==> src/rtl/lcq_pkg.sv <==
`timescale 1ns / 1ps
`default_nettype none
// Shared types and constants for the line set maximum query block.
// No dependencies.
package lcq_pkg;

  localparam logic [1:0] ACT_LOAD  = 2'd0;
  localparam logic [1:0] ACT_ADD   = 2'd1;
  localparam logic [1:0] ACT_QUERY = 2'd2;

  localparam logic signed [63:0] EMPTY_VALUE = -64'sd2000000000000000000;
  localparam logic signed [61:0] EMPTY_ICPT  = EMPTY_VALUE[61:0];

  typedef logic signed [31:0] coord_t;
  typedef logic signed [31:0] slope_t;
  typedef logic signed [61:0] icpt_t;
  typedef logic signed [63:0] value_t;

  typedef struct packed {
    slope_t slope;
    icpt_t  icpt;
  } node_line_t;

endpackage
`default_nettype wire

==> src/rtl/lcq_in_if.sv <==
`timescale 1ns / 1ps
`default_nettype none
// Request channel of the line set maximum query block.
// Depends on lcq_pkg.
interface lcq_in_if
  import lcq_pkg::*;
  ();
  logic        valid;
  logic        ready;
  logic [1:0]  action;
  logic [9:0]  coord_index;
  coord_t      coord_value;
  slope_t      slope;
  icpt_t       intercept;
  modport source (output valid, action, coord_index, coord_value, slope, intercept,
                  input ready);
  modport sink (input valid, action, coord_index, coord_value, slope, intercept,
                output ready);
endinterface
`default_nettype wire

==> src/rtl/lcq_out_if.sv <==
`timescale 1ns / 1ps
`default_nettype none
// Result channel of the line set maximum query block.
// Depends on lcq_pkg.
interface lcq_out_if
  import lcq_pkg::*;
  ();
  logic   valid;
  logic   ready;
  value_t max_value;
  logic   out_of_range;
  modport source (output valid, max_value, out_of_range, input ready);
  modport sink (input valid, max_value, out_of_range, output ready);
endinterface
`default_nettype wire

==> src/rtl/lcq_engine.sv <==
`timescale 1ns / 1ps
`default_nettype none
// Sequencer for loads, line inserts and queries over the two memories.
// Depends on lcq_pkg and the channel interfaces.
module lcq_engine
  import lcq_pkg::*;
#(
  parameter int TABLE_SIZE = 1024,
  parameter int AW = 10,
  parameter int LEAVES = 1024,
  parameter int NODES = 2047,
  parameter int NW = 11
) (
  input  wire logic          clk,
  input  wire logic          rst_n,
  input  wire logic          cfg_wr_en,
  input  wire logic [10:0]   cfg_wr_data,
  lcq_in_if.sink             in_ch,
  lcq_out_if.source          out_ch,
  output logic               coord_we,
  output logic [AW-1:0]      coord_waddr,
  output coord_t             coord_wdata,
  output logic [AW-1:0]      coord_raddr,
  input  wire coord_t        coord_q,
  output logic               node_we,
  output logic [NW-1:0]      node_waddr,
  output node_line_t         node_wdata,
  output logic [NW-1:0]      node_raddr,
  input  wire node_line_t    node_q
);

  localparam int PW = AW + 1;

  localparam logic [4:0] S_CLR   = 5'd0;
  localparam logic [4:0] S_IDLE  = 5'd1;
  localparam logic [4:0] A_RD0   = 5'd2;
  localparam logic [4:0] A_RD1   = 5'd3;
  localparam logic [4:0] A_RD2   = 5'd4;
  localparam logic [4:0] A_RD3   = 5'd5;
  localparam logic [4:0] A_EV    = 5'd6;
  localparam logic [4:0] A_DEC   = 5'd7;
  localparam logic [4:0] Q_SRD   = 5'd8;
  localparam logic [4:0] Q_SCMP  = 5'd9;
  localparam logic [4:0] Q_LAST  = 5'd10;
  localparam logic [4:0] Q_NRD   = 5'd11;
  localparam logic [4:0] Q_NLAT  = 5'd12;
  localparam logic [4:0] Q_MUL   = 5'd13;
  localparam logic [4:0] Q_ADD   = 5'd14;
  localparam logic [4:0] Q_OUT   = 5'd15;

  logic [4:0]    state_r, state_nxt;
  logic [10:0]   count_r;
  logic [NW-1:0] clr_r, clr_nxt;
  logic [NW-1:0] node_r, node_nxt;
  logic [PW-1:0] lo_r, lo_nxt, hi_r, hi_nxt, n_r, n_nxt;
  logic [NW-1:0] p_r, p_nxt;
  logic [2:0]    k_r, k_nxt;
  coord_t        x_r, x_nxt, xl_r, xr_r, xm_r;
  slope_t        a_r, a_nxt, cs_r;
  icpt_t         b_r, b_nxt, ci_r;
  value_t        prod_r, pb_r, best_r, best_nxt;
  value_t        ev_r [6];
  value_t        res_max_r, res_max_nxt;
  logic          res_oor_r, res_oor_nxt;
  logic          out_val_r, out_val_nxt;
  value_t        out_max_r;
  logic          out_oor_r;

  logic [AW-1:0] last_w;
  logic [PW:0]   mid_sum_w;
  logic [PW-1:0] mid_w, half_w;
  slope_t        mul_a;
  coord_t        mul_x;
  icpt_t         mul_b;
  value_t        mul_w, sum_w;
  value_t        na, ca, nb, cb, na2, ca2, nb2, cb2;
  logic          sw;

  function automatic logic [AW-1:0] clamp_pos(input logic [PW-1:0] pos,
                                              input logic [AW-1:0] last);
    logic [AW-1:0] r;
    if (32'(pos) > 32'(last)) begin
      r = last;
    end else begin
      r = pos[AW-1:0];
    end
    return r;
  endfunction

  always_comb begin
    if (count_r == 11'd0) begin
      last_w = '0;
    end else if (32'(count_r) > TABLE_SIZE) begin
      last_w = AW'(TABLE_SIZE - 1);
    end else begin
      last_w = AW'(count_r - 11'd1);
    end
  end

  assign mid_sum_w = {1'b0, lo_r} + {1'b0, hi_r};
  assign mid_w     = mid_sum_w[PW:1];
  assign half_w    = n_r >> 1;

  always_comb begin
    mul_a = cs_r;
    mul_b = ci_r;
    mul_x = x_r;
    if (state_r == A_EV) begin
      mul_a = k_r[0] ? cs_r : a_r;
      mul_b = k_r[0] ? ci_r : b_r;
      case (k_r[2:1])
        2'd0:    mul_x = xl_r;
        2'd1:    mul_x = xr_r;
        default: mul_x = xm_r;
      endcase
    end
  end

  assign mul_w = mul_a * mul_x;
  assign sum_w = prod_r + pb_r;

  assign na  = ev_r[0];
  assign ca  = ev_r[1];
  assign nb  = ev_r[2];
  assign cb  = ev_r[3];
  assign sw  = ev_r[4] > ev_r[5];
  assign na2 = sw ? ca : na;
  assign ca2 = sw ? na : ca;
  assign nb2 = sw ? cb : nb;
  assign cb2 = sw ? nb : cb;

  always_comb begin
    state_nxt   = state_r;
    clr_nxt     = clr_r;
    node_nxt    = node_r;
    lo_nxt      = lo_r;
    hi_nxt      = hi_r;
    n_nxt       = n_r;
    p_nxt       = p_r;
    k_nxt       = k_r;
    x_nxt       = x_r;
    a_nxt       = a_r;
    b_nxt       = b_r;
    best_nxt    = best_r;
    res_max_nxt = res_max_r;
    res_oor_nxt = res_oor_r;
    out_val_nxt = out_val_r && !out_ch.ready;
    coord_we    = 1'b0;
    coord_waddr = AW'(in_ch.coord_index);
    coord_wdata = in_ch.coord_value;
    coord_raddr = clamp_pos(lo_r, last_w);
    node_we     = 1'b0;
    node_waddr  = node_r;
    node_wdata  = '{slope: a_r, icpt: b_r};
    node_raddr  = node_r;
    unique case (state_r)
      S_CLR: begin
        node_we    = 1'b1;
        node_waddr = clr_r;
        node_wdata = '{slope: '0, icpt: EMPTY_ICPT};
        clr_nxt    = clr_r + NW'(1);
        if (clr_r == NW'(NODES - 1)) begin
          state_nxt = S_IDLE;
        end
      end
      S_IDLE: begin
        if (in_ch.valid) begin
          unique case (in_ch.action)
            ACT_LOAD: begin
              coord_we = 32'(in_ch.coord_index) < TABLE_SIZE;
            end
            ACT_ADD: begin
              a_nxt     = in_ch.slope;
              b_nxt     = in_ch.intercept;
              node_nxt  = '0;
              lo_nxt    = '0;
              hi_nxt    = PW'(LEAVES);
              state_nxt = A_RD0;
            end
            ACT_QUERY: begin
              x_nxt     = in_ch.coord_value;
              lo_nxt    = '0;
              n_nxt     = PW'(LEAVES);
              best_nxt  = {1'b1, 63'd0};
              state_nxt = Q_SRD;
            end
            default: begin
            end
          endcase
        end
      end
      A_RD0: begin
        coord_raddr = clamp_pos(lo_r, last_w);
        state_nxt   = A_RD1;
      end
      A_RD1: begin
        coord_raddr = clamp_pos(hi_r - PW'(1), last_w);
        state_nxt   = A_RD2;
      end
      A_RD2: begin
        coord_raddr = clamp_pos(mid_w, last_w);
        state_nxt   = A_RD3;
      end
      A_RD3: begin
        k_nxt     = '0;
        state_nxt = A_EV;
      end
      A_EV: begin
        k_nxt = k_r + 3'd1;
        if (k_r == 3'd6) begin
          state_nxt = A_DEC;
        end
      end
      A_DEC: begin
        state_nxt = S_IDLE;
        if (na <= ca && nb <= cb) begin
          state_nxt = S_IDLE;
        end else if (na >= ca && nb >= cb) begin
          node_we = 1'b1;
        end else if (hi_r - lo_r < PW'(2)) begin
          state_nxt = S_IDLE;
        end else begin
          if (sw) begin
            node_we = 1'b1;
            a_nxt   = cs_r;
            b_nxt   = ci_r;
          end
          if (na2 > ca2) begin
            node_nxt  = {node_r[NW-2:0], 1'b1};
            hi_nxt    = mid_w;
            state_nxt = A_RD0;
          end else if (nb2 > cb2) begin
            node_nxt  = {node_r[NW-2:0], 1'b0} + NW'(2);
            lo_nxt    = mid_w;
            state_nxt = A_RD0;
          end
        end
      end
      Q_SRD: begin
        if (n_r == '0) begin
          coord_raddr = last_w;
          state_nxt   = Q_LAST;
        end else begin
          coord_raddr = clamp_pos(lo_r + half_w, last_w);
          state_nxt   = Q_SCMP;
        end
      end
      Q_SCMP: begin
        if (coord_q < x_r) begin
          lo_nxt = lo_r + half_w + PW'(1);
          n_nxt  = n_r - half_w - PW'(1);
        end else begin
          n_nxt = half_w;
        end
        state_nxt = Q_SRD;
      end
      Q_LAST: begin
        if (x_r > coord_q || 32'(lo_r) >= LEAVES) begin
          res_max_nxt = '0;
          res_oor_nxt = 1'b1;
          state_nxt   = Q_OUT;
        end else begin
          p_nxt     = NW'(lo_r) + NW'(LEAVES - 1);
          state_nxt = Q_NRD;
        end
      end
      Q_NRD: begin
        node_raddr = p_r;
        state_nxt  = Q_NLAT;
      end
      Q_NLAT: begin
        state_nxt = Q_MUL;
      end
      Q_MUL: begin
        state_nxt = Q_ADD;
      end
      Q_ADD: begin
        if (sum_w > best_r) begin
          best_nxt = sum_w;
        end
        if (p_r == '0) begin
          res_max_nxt = (best_nxt < EMPTY_VALUE) ? EMPTY_VALUE : best_nxt;
          res_oor_nxt = 1'b0;
          state_nxt   = Q_OUT;
        end else begin
          p_nxt     = (p_r - NW'(1)) >> 1;
          state_nxt = Q_NRD;
        end
      end
      Q_OUT: begin
        if (!out_val_r || out_ch.ready) begin
          out_val_nxt = 1'b1;
          state_nxt   = S_IDLE;
        end
      end
      default: begin
        state_nxt = S_IDLE;
      end
    endcase
  end

  always_ff @(posedge clk) begin
    if (!rst_n) begin
      state_r   <= S_CLR;
      clr_r     <= '0;
      count_r   <= 11'd1;
      out_val_r <= 1'b0;
    end else begin
      state_r   <= state_nxt;
      clr_r     <= clr_nxt;
      out_val_r <= out_val_nxt;
      if (cfg_wr_en) begin
        count_r <= cfg_wr_data;
      end
    end
  end

  always_ff @(posedge clk) begin
    node_r    <= node_nxt;
    lo_r      <= lo_nxt;
    hi_r      <= hi_nxt;
    n_r       <= n_nxt;
    p_r       <= p_nxt;
    k_r       <= k_nxt;
    x_r       <= x_nxt;
    a_r       <= a_nxt;
    b_r       <= b_nxt;
    best_r    <= best_nxt;
    res_max_r <= res_max_nxt;
    res_oor_r <= res_oor_nxt;
    prod_r    <= mul_w;
    pb_r      <= {{2{mul_b[61]}}, mul_b};
    if (state_r == A_RD1) begin
      xl_r <= coord_q;
      cs_r <= node_q.slope;
      ci_r <= node_q.icpt;
    end
    if (state_r == Q_NLAT) begin
      cs_r <= node_q.slope;
      ci_r <= node_q.icpt;
    end
    if (state_r == A_RD2) begin
      xr_r <= coord_q;
    end
    if (state_r == A_RD3) begin
      xm_r <= coord_q;
    end
    if (state_r == A_EV && k_r != 3'd0) begin
      ev_r[k_r - 3'd1] <= sum_w;
    end
    if (state_r == Q_OUT && (!out_val_r || out_ch.ready)) begin
      out_max_r <= res_max_r;
      out_oor_r <= res_oor_r;
    end
  end

  assign in_ch.ready         = (state_r == S_IDLE);
  assign out_ch.valid        = out_val_r;
  assign out_ch.max_value    = out_max_r;
  assign out_ch.out_of_range = out_oor_r;

  a_query_no_write: assert property (@(posedge clk) disable iff (!rst_n)
    (state_r == Q_SRD || state_r == Q_SCMP || state_r == Q_LAST || state_r == Q_NRD ||
     state_r == Q_ADD) |-> !node_we)
    else $error("node store written during a query");

  a_clear_done: assert property (@(posedge clk) disable iff (!rst_n)
    (state_r == S_CLR && clr_r == NW'(NODES - 1)) |=> state_r == S_IDLE)
    else $error("clearing sweep did not end");

  a_search_nonempty: assert property (@(posedge clk) disable iff (!rst_n)
    state_r == Q_SCMP |-> n_r != '0)
    else $error("search step with empty range");

  a_lo_bound: assert property (@(posedge clk) disable iff (!rst_n)
    state_r == Q_SRD |-> 32'(lo_r) + 32'(n_r) <= LEAVES)
    else $error("search range beyond leaves");

endmodule
`default_nettype wire

==> src/flat_wrapper.sv <==
// flat-port wrapper written by rule: the top's interface ports become plain ports
module lcq_engine_flat import lcq_pkg::*;
#(
  parameter int TABLE_SIZE = 1024,
  parameter int AW = 10,
  parameter int LEAVES = 1024,
  parameter int NODES = 2047,
  parameter int NW = 11
)
  (clk, rst_n, cfg_wr_en, cfg_wr_data, coord_we, coord_waddr, coord_wdata, coord_raddr, coord_q, node_we, node_waddr, node_wdata, node_raddr, node_q, in_ch_valid, in_ch_action, in_ch_coord_index, in_ch_coord_value, in_ch_slope, in_ch_intercept, in_ch_ready, out_ch_valid, out_ch_max_value, out_ch_out_of_range, out_ch_ready);
  lcq_in_if in_ch_i ();
  lcq_out_if out_ch_i ();
  input  wire logic clk;
  input  wire logic rst_n;
  input  wire logic cfg_wr_en;
  input  wire logic [10:0] cfg_wr_data;
  output logic coord_we;
  output logic [AW-1:0] coord_waddr;
  output coord_t coord_wdata;
  output logic [AW-1:0] coord_raddr;
  input  wire coord_t coord_q;
  output logic node_we;
  output logic [NW-1:0] node_waddr;
  output node_line_t node_wdata;
  output logic [NW-1:0] node_raddr;
  input  wire node_line_t node_q;
  input wire logic [$bits(in_ch_i.valid)-1:0] in_ch_valid;
  input wire logic [$bits(in_ch_i.action)-1:0] in_ch_action;
  input wire logic [$bits(in_ch_i.coord_index)-1:0] in_ch_coord_index;
  input wire logic [$bits(in_ch_i.coord_value)-1:0] in_ch_coord_value;
  input wire logic [$bits(in_ch_i.slope)-1:0] in_ch_slope;
  input wire logic [$bits(in_ch_i.intercept)-1:0] in_ch_intercept;
  output wire logic [$bits(in_ch_i.ready)-1:0] in_ch_ready;
  output wire logic [$bits(out_ch_i.valid)-1:0] out_ch_valid;
  output wire logic [$bits(out_ch_i.max_value)-1:0] out_ch_max_value;
  output wire logic [$bits(out_ch_i.out_of_range)-1:0] out_ch_out_of_range;
  input wire logic [$bits(out_ch_i.ready)-1:0] out_ch_ready;
  assign in_ch_i.valid = in_ch_valid;
  assign in_ch_i.action = in_ch_action;
  assign in_ch_i.coord_index = in_ch_coord_index;
  assign in_ch_i.coord_value = in_ch_coord_value;
  assign in_ch_i.slope = in_ch_slope;
  assign in_ch_i.intercept = in_ch_intercept;
  assign in_ch_ready = in_ch_i.ready;
  assign out_ch_valid = out_ch_i.valid;
  assign out_ch_max_value = out_ch_i.max_value;
  assign out_ch_out_of_range = out_ch_i.out_of_range;
  assign out_ch_i.ready = out_ch_ready;
  lcq_engine #(.TABLE_SIZE(TABLE_SIZE), .AW(AW), .LEAVES(LEAVES), .NODES(NODES), .NW(NW)) u_core (.clk(clk), .rst_n(rst_n), .cfg_wr_en(cfg_wr_en), .cfg_wr_data(cfg_wr_data), .in_ch(in_ch_i), .out_ch(out_ch_i), .coord_we(coord_we), .coord_waddr(coord_waddr), .coord_wdata(coord_wdata), .coord_raddr(coord_raddr), .coord_q(coord_q), .node_we(node_we), .node_waddr(node_waddr), .node_wdata(node_wdata), .node_raddr(node_raddr), .node_q(node_q));
endmodule
==> config.mk <==
export PLATFORM = sky130hd
export DESIGN_NAME = lcq_engine_flat
export DESIGN_NICKNAME = d
export VERILOG_FILES = /design/src/rtl/lcq_pkg.sv /design/src/rtl/lcq_in_if.sv /design/src/rtl/lcq_out_if.sv /design/src/rtl/lcq_engine.sv /design/src/flat_wrapper.sv
export SDC_FILE = /design/constraint.sdc
export NUM_CORES = 2
export LEC_CHECK = 0
export ABC_AREA = 1
export ABC_CLOCK_PERIOD_IN_PS = 12200
export BUFFER_PORTS_ARGS = -buffer_cell sky130_fd_sc_hd__clkbuf_2
export CAP_MARGIN = 20
export CORE_UTILIZATION = 41
export DETAILED_ROUTE_END_ITERATION = 8
export PLACE_DENSITY = 0.57
export REMOVE_ABC_BUFFERS = 1
export SLEW_MARGIN = 30
export SYNTH_ARGS = -nofsm -noshare
export SYNTH_HDL_FRONTEND = slang
export SYNTH_SLANG_ARGS = --single-unit
==> constraint.sdc <==
create_clock -name clk -period 12.2 [get_ports clk]
set_clock_uncertainty 0.2 [all_clocks]
set_input_delay 2.44 -clock clk [delete_from_list [all_inputs] [get_ports clk]]
set_output_delay 2.44 -clock clk [all_outputs]
set_load 0.05 [all_outputs]
* Word-level counts from Yosys, hierarchy flattened *
Memories as Yosys holds them, arrays and structs flattened.
Index checks and enable logic that the tools add are counted.

cells by class
  $add $sub $neg = 15
  $mul = 1
  magnitude comparators = 18
  equality and inequality tests = 41
  multiplexer cells = 109
  reductions and logical operators = 34

operator list
  operator               number
  $mux 64                11
  $mux 62                10
  $mux 32                11
  $mux 11                28
  $gt 64x64->1           4
  $pmux 64 s2            2
  $ge 64x64->1           2
  $le 64x64->1           2
  $pmux 32 s2            2
  $pmux 62 s2            1
  $mux 94                1
  $pmux 11 s2            4
  $pmux 5 s16            1
  $mux 10                7
  $add 64x62->64         1
  $lt 64x62->1 const B   1
  $mul 32x32->64         1
  $gt 11x10->1           4
  $eq 5x4->1 const B     8
  $mux 5                 8
  $logic_not 11->1       3
  $pmux 11 s3            1
  $sub 11x1->11 const B  3
  $gt 32x32->1           1
  43 further kinds       101

storage, ports and cells
  flip-flop bits (word level) = 722
  bits in writable memories = 384
  input bits = 280
  output and inout port bits = 237
  memories kept = 1

memory list
  name         words  bits a word  rd ports  clocked after memory_dff  write ports  line              text
  u_core.ev_r  6      64           6         0                         1            lcq_engine.sv:62  value_t ev_r [6];

* Depth between registers and ports, before layout *
An unclocked memory read counts as a cell.

  depth after elaboration = 10
  depth in mapped cells = 44

* Least setup slack after synthesis *
Ideal clock, no wire load.

  path kind = register -> register
  from = register u_core.state_r[1]
  to = register u_core.prod_r[58]
  library setup time = 72 ps
  data arrival time = 8,457 ps
  required time = 11,928 ps
  slack = 3,472 ps
  stages on the path, launching flop included = 35
  period minus slack after synthesis = 8,728 ps
  cells stage by stage = dfxtp_1 inv_1 nor2_1 inv_1 nor2_2 inv_1 nor2_4 nand2_1 o21ai_1 clkinv_1 clkbuf_1 nor2_1 fa_1 fa_1 fa_1 fa_1 inv_1 fa_1 inv_1 fa_1 inv_1 fa_1 inv_1 fa_1 ha_1 nand2_1 nor2_1 inv_1 nor2_1 and3_1 nand3_1 nand3_1 nand3_1 nand3_1 xor2_1

between the ends
  longest elaborated chain between the ends = 3
  elaborated cells on any way between the ends = 4

RTL lines
  what                    line               text
  start, declared         lcq_engine.sv:51   logic [4:0] state_r, state_nxt;
  start signal, assigned  lcq_engine.sv:309  state_r <= state_nxt;
  $eq 5x3->1 (*)          lcq_engine.sv:108  if (state_r == A_EV) begin
  $mux 32                 lcq_engine.sv:108
  $mul 32x32->64 (*)      lcq_engine.sv:119  assign mul_w = mul_a * mul_x;
  net u_core.mul_w[58]    lcq_engine.sv:75   value_t mul_w, sum_w;
  end signal, assigned    lcq_engine.sv:331  prod_r <= mul_w;
  end, declared           lcq_engine.sv:61   value_t prod_r, pb_r, best_r, best_nxt;

The timed path passes the listed nets; every way through them passes the cells marked *.
A chain may end at the register's enable or synchronous reset.

* Final worst setup path *
  from = register u_core.state_r[1]
  to = register u_core.prod_r[59]

The elaborated chain is that of the path after synthesis.

==> impl.org <==
** Critical path
- Kind of start point of the critical path :: register
- CP Launch Point :: u_core.state_r[1]
- The critical path is of the register to register type.
- Measured in cells, the most critical reg-to-reg path has a length of 32.
- The worst register-to-register path begins at u_core.state_r[1].
- Highest fanout seen on the critical path :: 95
- The cell that appears most often on the critical path is sky130_fd_sc_hd__fa_1.
- On the worst path, the slowest cell contributes a delay of approximately 750 ps.
- Data on the critical path is required at its endpoint by 12,700 ps.
- Critical path buffer and inverter count :: 7
- Family of cells with the greatest summed delay on the critical path :: adder cells
- Crit end category :: register
- Worst path slowest cell :: sky130_fd_sc_hd__clkinv_1
- Stages on the worst setup path :: 32
- Data arrives at the worst endpoint at 11,510 ps.

** Clock network
- The clock passes through at most 3 buffers.
- CTS root buf :: sky130_fd_sc_hd__clkbuf_16
- Number of post-CTS setup repair buffers :: 0
- Buffers inserted to repair hold after CTS numbered 0.
- The H-tree generated during clock tree synthesis spans 4 levels.
- Clock tree synthesis found a total of 1,105 sinks.
- Clock latency on the worst-skew pair, taken at its later pin, is 830 ps.
- CTS resizes :: 0
- CTS tree :: built
- Clock-pin slew was measured on the worst setup and hold paths at 60 ps.
- Inserted Clock Buffers :: 133

** Floorplanning
- The floorplan has 174 rows.
- The floorplan step defined a die boundary enclosing between 200,000 and 250,000 um2.
- After floorplanning, the core was sized to cover 225,300 um2.
- Once the floorplan was initialized, standard cells occupied 41.32% of the core.
- Die height :: 478.5 um
- 517 I/O pins were placed.
- In this run the horizontal extent of the chip is 478.5 um.

** Power and ir drop
- The worst-case IR drop observed on VDD is 0.1902 mV.
- Leakage dissipation :: between 40 and 50 nW
- Power density over the cells :: ~190 nW/um2

** Timing
- For the pin with the worst max-slew slack, the measured transition is 1096 ps.
- The final number of max-transition violations is 0.
- Total Neg Setup Slack :: 0 ps
- Setup repair after global routing missed its margin :: false
- Period utilisation layout :: between 90% and 100%
- The number of hold-slack violations in the final timing report came to 0.
- Setup violations remaining at the end of the flow were counted as 0.
- The routed design could run at a clock period as short as 11,010 ps.
- Maximum clock rate :: 90.85 MHz
- Headroom to the max-slew limit :: 26.92%

** Cells and area
- Syn-to-layout area delta :: 11.81%
- Fillers :: 21,710
- Most frequent cells in the layout :: sky130_fd_sc_hd__inv_1, sky130_fd_sc_hd__nand2_1, sky130_fd_sc_hd__nor2_1
- Cells with a size suffix above 1 make up 9.191% of the layout.
- Across the whole layout, storage elements account for 31,650 um2.
- Leaving out fill and tap cells, the most frequent cell in the layout is sky130_fd_sc_hd__inv_1.
- The count of cells in the finished layout, fillers not included, comes to 13,720.
- The net count of the finished layout is 12,610.
- Multi-input gate area in the final layout :: 52,860 um2

** Yosys
- The synthesized design contains 952 enable-type register cells.
- In the synthesized netlist, the number of instances is 10,120.
- Register area share after synthesis :: 33.99%
- Share of flip-flops with an asynchronous set or reset after synthesis :: 0%
- In this run, synthesis produced a sequential element count of 1,105.
- The synthesized netlist contains 67 unique library cells.
- Area fraction of the dominant cell type after synthesis :: 30.70%
- After synthesis, the cell types taking the most area are sky130_fd_sc_hd__edfxtp_1, sky130_fd_sc_hd__fa_1, sky130_fd_sc_hd__ha_1, sky130_fd_sc_hd__inv_1, sky130_fd_sc_hd__nand2_1.
- In the synthesized netlist the dominant register cell turns out to be sky130_fd_sc_hd__edfxtp_1.
- Yosys warns :: 0
- After synthesis the cells add up to 93,110 um2.
- The largest total area in the synthesized netlist belongs to sky130_fd_sc_hd__edfxtp_1.
- The average instance in the mapped netlist occupies ~9.2 um2.

** GRT
- The initial antenna violation count came to 12.
- Entering global routing, the biggest net connects 96 pins.
- Global routing consumed, over all layers together, 27.95% of the routing resources.
- The number of global-route vias before repair came to about 74,000.
- Summed over all layers, the global routing overflow is 0.
- The first global-routing pass estimated between 400,000 and 500,000 um of wire.

** Outcome
- Status :: finished clean

** Drt
- After detailed routing, the total wire length is 322,000 um.
- In the routed design, unresolved DRC markers number 0.
- Routed via count :: 72,490
- After detailed routing, the average wire length per cell comes to 23.47 um.
- Dividing the detail-routed via count by the number of cells gives approximately 5.3.
- Residual antenna-violating net count after detailed routing :: 0
- The detailed router finished its first iteration with 5,919 violations.
- Detailed Routing Iterations Pass 1 :: 7

** Placed design
- IO buf count :: a little under 500
- RD Place Congestion :: 1.007
- Number of cells in the design after placement :: 13,470
- Detailed placement finished with a half-perimeter wire length of 257,100 um.

** Job
- Max-cap violations :: 0

** Min path
- Count of cells along the worst hold path :: 0
- The tightest min-delay check is of the register to register type.
- Beginning of the worst hold path :: u_core.res_max_r[50]
## report_power, final
part           internal (W)  leakage, nW  switching (W)
clock network       0.00228         2.16        0.00178
registers           0.00470         9.80       0.000109
logic               0.00329         35.9        0.00735
## logic make-up after synthesis
group                      after synthesis  share of synthesized area, %
buffers and inverters                 2319                         9.645
DFF                                   1105                         33.99
xor gates and xnor gates               161                         1.515
and+or+nand+nor                       3446                         14.84
AOI/OAI and AO/OA                     1370                         8.105
adders and majority gates             1722                         31.91
## per-layer routing
metal	share of wire, %	wire (um)	vias to the layer above	global-route usage [%]
li1	-	-	33090	-
met4	5.9	18840	2	14.35
met1	40	129900	35960	35.39
met5	0.0040	13	-	0
met3	6.7	21570	625	4.371
met2	47	151700	2807	46.28
## cell usage after synthesis (70+ instances only)
cell,instances
sky130_fd_sc_hd__a21oi_1,494
sky130_fd_sc_hd__clkbuf_1,230
sky130_fd_sc_hd__dfxtp_1,153
sky130_fd_sc_hd__edfxtp_1,952
sky130_fd_sc_hd__fa_1,1087
sky130_fd_sc_hd__ha_1,635
sky130_fd_sc_hd__inv_1,1984
sky130_fd_sc_hd__nand2_1,1749
sky130_fd_sc_hd__nand3_1,261
sky130_fd_sc_hd__nand4_1,86
sky130_fd_sc_hd__nor2_1,1214
sky130_fd_sc_hd__o21ai_0,513
sky130_fd_sc_hd__o22ai_1,70
sky130_fd_sc_hd__xor2_1,113
## state kept, by name, summed over array words and instances, names as in the netlist, 62 cells and up
| name | flops |
|---|---|
| u_core.ev_r | 384 |
| u_core.best_r | 64 |
| u_core.out_ch.max_value | 64 |
| u_core.prod_r | 64 |
| u_core.res_max_r | 64 |
| u_core.b_r | 62 |
| u_core.ci_r | 62 |
| u_core.pb_r | 62 |
## path summary, 6_finish.rpt
| check | endpoint | slack (ps) |
|---|---|---|
| worst max register to register | u_core.prod_r[59] | 1190 |
| worst max-delay path | u_core.prod_r[59] | 1190 |
| worst min register to register | u_core.out_ch.max_value[50] | 210 |
| worst min-delay path | u_core.out_ch.max_value[50] | 210 |
## cell type report
cell class                      count  share of cell area (%)
Antenna cell                       12                 0.02884
Clock buffer                      170                   3.407
Clock inverter                     73                  0.8738
Inverter                         2004                   7.232
Multi-Input combinational cell   6699                   50.78
Sequential cell                  1105                   30.40
Tap cell                         2992                   3.596
Timing Repair Buffer              666                   3.680
## per-stage QoR
step | cell area (um2) | total power [W] | worst slack (ps) | util, % | hold WS, ps
final | 104100 | 0.01950 | 1193 | 46.20 | 211.8
after global routing | 104100 | 0.02077 | 820.2 | 46.20 | 217.8
after CTS | 104000 | 0.01951 | 1360 | 46.17 | 213.5
after detailed placement | 99590 | 0.01539 | 1353 | 44.20 | 204.5
after global placement | 99490 | 0.01535 | 1451 | 44.15 | 203.7
after floorplan | 91650 | 0.01156 | 406.9 | - | 200.3
(Power assumes the default switching activity.)
